`config.mk`:
```
export PLATFORM = sky130hd
export DESIGN_NAME = sfq_ctrl
export DESIGN_NICKNAME = d
export VERILOG_FILES = /design/src/rtl/core/sfq_pkg.sv /design/src/rtl/core/sfq_ctrl.sv
export SDC_FILE = /design/constraint.sdc
export NUM_CORES = 1
export LEC_CHECK = 0
export ABC_AREA = 0
export ABC_CLOCK_PERIOD_IN_PS = 1200
export BUFFER_PORTS_ARGS = -buffer_cell sky130_fd_sc_hd__buf_2
export CAP_MARGIN = 20
export CORE_AREA = 2 2 39 41
export DETAILED_ROUTE_END_ITERATION = 10
export DIE_AREA = 0 0 41 43
export GPL_TIMING_DRIVEN = 0
export MAX_ROUTING_LAYER = met4
export PLACE_DENSITY = 0.69
export SLEW_MARGIN = 20
export SYNTH_ARGS = -nofsm -noshare
export SYNTH_HDL_FRONTEND = slang
export SYNTH_SLANG_ARGS = --single-unit
```
`constraint.sdc`:
```
create_clock -name i_clk -period 1.2 [get_ports i_clk]
set_input_delay 0.12 -clock i_clk [delete_from_list [all_inputs] [get_ports i_clk]]
set_output_delay 0.12 -clock i_clk [all_outputs]
set_load 0.01 [all_outputs]
```
`src/rtl/core/sfq_pkg.sv`:
```
`timescale 1ns / 1ps
package sfq_pkg;

    localparam int HEAP_CAPACITY = 64;
    localparam int IDX_W         = $clog2(HEAP_CAPACITY);
    localparam int CNT_W         = IDX_W + 1;
    localparam int TAG_BITS      = 31;
    localparam int ID_BITS       = 16;
    localparam int LEN_W         = 16;
    localparam int DLIM_W        = 7;
    localparam int OUTST_W       = 7;

    localparam logic [OUTST_W-1:0] OUTST_MAX = {OUTST_W{1'b1}};
    localparam logic [LEN_W-1:0]   LEN_RESET = LEN_W'(100);
    localparam logic [DLIM_W-1:0]  DLIM_RESET = DLIM_W'(1);

    typedef logic [1:0] t_op;
    localparam t_op OP_ARRIVE   = 2'd0;
    localparam t_op OP_DISPATCH = 2'd1;
    localparam t_op OP_COMPLETE = 2'd2;

    typedef logic [1:0] t_status;
    localparam t_status ST_OK   = 2'd0;
    localparam t_status ST_FULL = 2'd1;
    localparam t_status ST_OVF  = 2'd2;
    localparam t_status ST_NONE = 2'd3;

    localparam logic REG_LENGTH = 1'b0;
    localparam logic REG_DEPTH  = 1'b1;

    typedef struct packed {
        logic [TAG_BITS-1:0] start;
        logic [TAG_BITS-1:0] finish;
        logic [ID_BITS-1:0]  id;
    } t_entry;

    typedef enum logic [4:0] {
        CMD_NONE,
        CMD_FIN_FULL,
        CMD_FIN_OVF,
        CMD_FIN_NONE,
        CMD_FIN_COMPLETE,
        CMD_ARR_START,
        CMD_ARR_TAG,
        CMD_ARR_COMMIT,
        CMD_UP_READ,
        CMD_UP_CMP,
        CMD_UP_PLACE,
        CMD_DSP_RD_ROOT,
        CMD_DSP_CAP_ROOT,
        CMD_DSP_CAP_LAST,
        CMD_DN_RD_L,
        CMD_DN_RD_R,
        CMD_DN_CMP,
        CMD_DN_MOVE,
        CMD_DN_PLACE
    } t_cmd;

    typedef struct packed {
        logic heap_full;
        logic can_dispatch;
        logic overflow;
        logic idx_zero;
        logic up_less;
        logic lc_valid;
        logic child;
    } t_dp_status;

endpackage

```
`src/rtl/core/sfq_ctrl.sv`:
```
`timescale 1ns / 1ps
module sfq_ctrl (
    input  logic                i_clk,
    input  logic                i_rst_n,
    input  logic                i_start,
    input  sfq_pkg::t_op        i_opcode,
    input  sfq_pkg::t_dp_status i_status,
    output sfq_pkg::t_cmd       o_cmd,
    output logic                o_busy
);
    import sfq_pkg::*;

    typedef enum logic [3:0] {
        S_IDLE,
        S_ARR_TAG,
        S_ARR_CHK,
        S_UP_RD,
        S_UP_CMP,
        S_DSP_ROOT,
        S_DSP_LAST,
        S_DN_RL,
        S_DN_RR,
        S_DN_CMP,
        S_DN_MV
    } t_state;

    t_state r_state;
    t_state n_state;
    t_cmd   cmd;

    always_comb begin
        n_state = r_state;
        cmd     = CMD_NONE;
        case (r_state)
            S_IDLE: begin
                if (i_start) begin
                    case (i_opcode)
                        OP_ARRIVE: begin
                            if (i_status.heap_full) begin
                                cmd = CMD_FIN_FULL;
                            end else begin
                                cmd     = CMD_ARR_START;
                                n_state = S_ARR_TAG;
                            end
                        end
                        OP_DISPATCH: begin
                            if (i_status.can_dispatch) begin
                                cmd     = CMD_DSP_RD_ROOT;
                                n_state = S_DSP_ROOT;
                            end else begin
                                cmd = CMD_FIN_NONE;
                            end
                        end
                        OP_COMPLETE: cmd = CMD_FIN_COMPLETE;
                        default:     cmd = CMD_FIN_NONE;
                    endcase
                end
            end
            S_ARR_TAG: begin
                cmd     = CMD_ARR_TAG;
                n_state = S_ARR_CHK;
            end
            S_ARR_CHK: begin
                if (i_status.overflow) begin
                    cmd     = CMD_FIN_OVF;
                    n_state = S_IDLE;
                end else begin
                    cmd     = CMD_ARR_COMMIT;
                    n_state = S_UP_RD;
                end
            end
            S_UP_RD: begin
                if (i_status.idx_zero) begin
                    cmd     = CMD_UP_PLACE;
                    n_state = S_IDLE;
                end else begin
                    cmd     = CMD_UP_READ;
                    n_state = S_UP_CMP;
                end
            end
            S_UP_CMP: begin
                cmd     = CMD_UP_CMP;
                n_state = i_status.up_less ? S_UP_RD : S_IDLE;
            end
            S_DSP_ROOT: begin
                cmd     = CMD_DSP_CAP_ROOT;
                n_state = S_DSP_LAST;
            end
            S_DSP_LAST: begin
                cmd     = CMD_DSP_CAP_LAST;
                n_state = S_DN_RL;
            end
            S_DN_RL: begin
                if (i_status.lc_valid) begin
                    cmd     = CMD_DN_RD_L;
                    n_state = S_DN_RR;
                end else begin
                    cmd     = CMD_DN_PLACE;
                    n_state = S_IDLE;
                end
            end
            S_DN_RR: begin
                cmd     = CMD_DN_RD_R;
                n_state = S_DN_CMP;
            end
            S_DN_CMP: begin
                cmd     = CMD_DN_CMP;
                n_state = S_DN_MV;
            end
            S_DN_MV: begin
                if (i_status.child) begin
                    cmd     = CMD_DN_MOVE;
                    n_state = S_DN_RL;
                end else begin
                    cmd     = CMD_DN_PLACE;
                    n_state = S_IDLE;
                end
            end
            default: n_state = S_IDLE;
        endcase
    end

    always_ff @(posedge i_clk) begin
        if (!i_rst_n) begin
            r_state <= S_IDLE;
        end else begin
            r_state <= n_state;
        end
    end

    assign o_cmd  = cmd;
    assign o_busy = (r_state != S_IDLE);

endmodule

```
-- Word level (Yosys, flattened, before mapping)
Cells that the tools add are included.
- input bits: 12
- register bits: 4
- logic and storage cells: 40
- muxes and demuxes: 19
- reductions and logical operators: 4
- eq/ne operators: 16
- operators with widths (kind ; number):
    one-hot mux 5 bit (11 select lines) ; 1
    one-hot mux 4 bit (11 select lines) ; 1
    2-to-1 mux 4 bit ; 5
    equality test 4 x 3 -> 1 bit (second input constant) ; 4
    one-hot mux 5 bit (3 select lines) ; 1
    equality test 4 bit (second input constant) ; 3
    2-to-1 mux 3 bit ; 4
    2-to-1 mux 5 bit ; 2
    equality test 4 x 2 -> 1 bit (second input constant) ; 2
    2-to-1 mux 2 bit ; 4
    one-hot mux 4 bit (2 select lines) ; 1
    != test 3 bit (second input constant) ; 2
    equality test 4 x 1 -> 1 bit (second input constant) ; 1
    zero test 4 bit ; 1
    AND reduction 4 bit ; 1
    nonzero test 4 bit ; 1
    != test 3 x 1 -> 1 bit (second input constant) ; 1
    equality test 2 x 1 -> 1 bit (second input constant) ; 1
    equality test 2 bit (second input constant) ; 1
    zero test 2 bit ; 1
    != test 2 bit (second input constant) ; 1

-- Longest topological paths before layout
- depth after elaboration: 4
- gate-level depth with buffers: 5
- depth with buffers taken out: 4

-- Worst setup path after synthesis
Ideal clock, no wire load.
- path type: register to register
- start: register r_state[3]
- end: register r_state[0]
- data required time: 1.073 ns
- path slack: -0.068 ns
- clock period less this slack: 1.268 ns
- stages on the path, launching flop included: 5
- arrival time: 1.141 ns
- cell sequence: dfxtp_1 > nor4_2 > inv_2 > o221ai_4 > a21oi_1
- cells in the longest elaborated chain, start to end: 3
- elaborated cells on any way between the ends: 17
- those cells by class: 14 x eq/ne; 1 x mux; 2 x reduce/logical
- RTL lines (item ; RTL line ; source):
    start: declaration ; sfq_ctrl.sv:27 ; t_state r_state;
    start signal: assignment ; sfq_ctrl.sv:127 ; r_state <= n_state;
    zero test 4 bit ; sfq_ctrl.sv:34 ; case (r_state)
    != test 3 x 1 -> 1 bit (no line), or another cell as far along ; n/a ;
    AND reduction 4 bit (no line) ; n/a ;
Several ways; a longest one is shown, not always the timed one.
A chain may end at the register's enable or synchronous reset.

-- Worst setup path after layout
- start: register r_state[0]
- end: output o_cmd[2]
- cells in the longest elaborated chain, start to end: 2
- elaborated cells on any way between the ends: 12
- those cells by class: 10 x eq/ne; 1 x mux; 1 x reduce/logical
- RTL lines (item ; RTL line ; source):
    equality test 4 bit, or another cell as far along ; sfq_ctrl.sv:34 ;
    one-hot mux 5 bit (11 select lines) * ; sfq_ctrl.sv:34 ;
    end: declaration ; sfq_ctrl.sv:8 ; output sfq_pkg::t_cmd o_cmd,
Mark *: on every way between the ends. The rest lies on a longest branch, timed or not.

==> results.json <==
{
  "fill_cells": 132,
  "stdcell_count": 120,
  "pre_cts_slack_ps": -214,
  "initial_core_util_pct": 39.1,
  "worst_slew_pin_slew_ps": 308,
  "critPathMaxFanout": 6,
  "register_area_um2": 86.3,
  "synthesis.nets": 91,
  "first_pass_iters": 4,
  "first_iter_violations": 25,
  "ir_worst_vdd_mv": 0.582,
  "outcome": "finished, violations left",
  "holdCritStartpoint": "i_status[1]",
  "fp-row-count": 14,
  "timing.final.ws_setup_ps": -345,
  "hold_buffers": 0,
  "areaGrowthSynthToFinish_pct": 51.9,
  "antenna_found_initial": 0,
  "cts_root_buffer": "clkbuf_4",
  "synth-simple-area-share_pct": 36.8,
  "hold_viol_final": 0,
  "yosysWarnings": 0,
  "synthFlopType": "dfxtp_1",
  "p_per_area_mw_per_mm2": 789,
  "r2r-start": "r_state[1]",
  "yosysTopAreaCell": "dfxtp_1",
  "gp_congestion": 0.906,
  "num_io_pins": 18,
  "wl_per_cell_um": 13.3,
  "critPathLaunchType": "flip-flop",
  "vias": 678,
  "gr-usage-all-layers_pct": 19.4,
  "fmax_mhz": 647,
  "slew_violations": 0,
  "grt_first_pass_wirelength_mm": 2.33,
  "dieHeight_um": 43,
  "async_flop_share_pct": 0,
  "synth_top_area_share_pct": 14.8,
  "most-common-layout-cells": "buf_2 (16), nor2_1 (14), nand2_1 (8), a21oi_1 (6)",
  "synth_compound_area_share_pct": 36.8,
  "synthAdderAreaFrac_pct": 0,
  "synth_xor_area_share_pct": 1.62,
  "synth_seq_cells": 4,
  "dp_cells": 112,
  "finalCritPeriodShare_pct": 129,
  "htreeDepth": 1,
  "ys_types": 35,
  "min_path_type": "primary input to flip-flop",
  "antenna_cells": 0,
  "largest_reg_flops": 4,
  "crit_chain": "buf_6 > nand2b_4 > a21boi_2 > o22a_1 > o311ai_2 > buf_2",
  "placed_cell_area_um2": 681,
  "p_leak_nw": 0.334,
  "grt-ovfl-total": 0,
  "syn_inst": 79,
  "grt_pass1_vias": 521,
  "netlist_area_um2": 541,
  "synth_mux_area_share_pct": 0,
  "critical_path_class": "flip-flop to output port",
  "cts_buffer_depth": 2,
  "critPathLaunch": "r_state[0]",
  "routed_wl_mm": 1.59,
  "drive_gt1_share_pct": 47.1,
  "multi_input_area_um2": 473,
  "synth-edff-count": 0,
  "hpwl_mm": 1.12,
  "final_common_cell": "buf_2",
  "cp_slowest_cell": "dfxtp_2",
  "wl_met1_um": 665,
  "drc": 0,
  "core_area_mm2": 0.00138,
  "final_util_pct": 59.3,
  "numPortBuffers": 17,
  "slowest_delay_ps": 330,
  "reg_top3": "r_state: 4 flops",
  "period_minus_slack_ps": 1540,
  "met3WireLength_um": 100,
  "dieArea_mm2": 0.00176,
  "fin_area_um2": 821,
  "top_register": "r_state",
  "via_per_inst": 5.65,
  "antenna_left": 0,
  "setup_viol": 10,
  "grt_max_degree": 11,
  "synth.yosys.seq_area_share_pct": 14.8,
  "clkSinkCount": 4,
  "cts_tree": "yes",
  "insertion_delay_ps": 230,
  "cp.required_ps": 1080,
  "met2_length_um": 825,
  "finClkSkew_ps": 2.86,
  "dr.max_layer_used": "met3",
  "cts_buffers": 3,
  "clkSlewWorstSetupHoldPaths_ps": 40,
  "rsz0062_at_grt": "yes",
  "syn_avg_cell_area_um2": 6.84,
  "slew-limit-headroom_pct": 79.3,
  "arrival_ps": 1420,
  "die_w_um": 41,
  "violations": "negative setup slack",
  "endpoint_kind": "output port",
  "synth_top_family_by_area": "simple AND/OR/NAND/NOR gates",
  "nets": 118,
  "cap_violations": 0,
  "ys_top_cells_by_area": "dfxtp_1 (15%), nor2_1 (9.7%), a21oi_1 (7.4%)"
}
==> critical path: cells and delay by family, from the launching register on <==
| family | cells | cell delay, ps |
|---|---|---|
| AO/OA/AOI/OAI | 3 | 420 |
| buffers and inverters | 2 | 300 |
| AND/OR/NAND/NOR | 1 | 140 |
| flip-flops | 1 | 330 |
==> path summary, 6_finish.rpt <==
path | endpoint | slack [ps] | cells after the start
worst min-delay path | r_state[3] | 160 | 3
worst max-delay path | o_cmd[2] | -340 | 6
worst max register to register | r_state[3] | -230 | 6
worst min register to register | r_state[3] | 700 | 4
==> cells by family after synthesis <==
group / count (synthesis)
simple gates: 38
compound gates: 26
flops: 4
xor+xnor: 1
buf+inv: 10
==> cell usage after synthesis (2+ instances only) <==
library cell  number
inv_2              2
nand2b_1           5
inv_1              2
o21ai_1            2
nand3_1            2
o311ai_1           2
nor3b_1            2
or3_1              2
nor2_1            14
dfxtp_1            4
a21oi_1            8
buf_2              4
nand2_1            8
==> power breakdown <==
part	internal, W	switching [W]	leakage [nW]
logic	0.000171	0.000168	0.286
registers	0.000141	0.00000712	0.0341
clock network	0.000112	0.0000506	0.0138
==> layer usage <==
layer	GRT usage, %	vias up
met5	-	-
met4	2.00	0
met3	4.71	0
met2	31.3	35
met1	24.8	305
li1	-	338
==> layout make-up <==
class | instances | share of cell area [%]
buffer | 6 | 7.32
clock buffer | 3 | 2.74
inverter | 4 | 2.13
multi-input combinational | 65 | 57.6
sequential | 4 | 10.5
tap | 16 | 2.44
timing repair buffer | 22 | 17.2
==> metrics by stage <==
step,power (W),hold WS [ps],TNS [ps]
after CTS,0.000619,151,-2180
after floorplan,0.000340,253,0
after detailed placement,0.000421,392,-1200
final,0.000648,160,-2620
after global routing,0.000699,155,-3370
after global placement,0.000418,387,-1250
==> what timing repair did <==
action,4_1_cts,5_1_grt
gates resized for setup,9,8
pin swaps,4,5
buffers inserted,4,1
hold endpoints to repair,0,0
cloned,0,0
setup endpoints to repair,10,10
No activity file was read; power rests on OpenSTA's default activity.
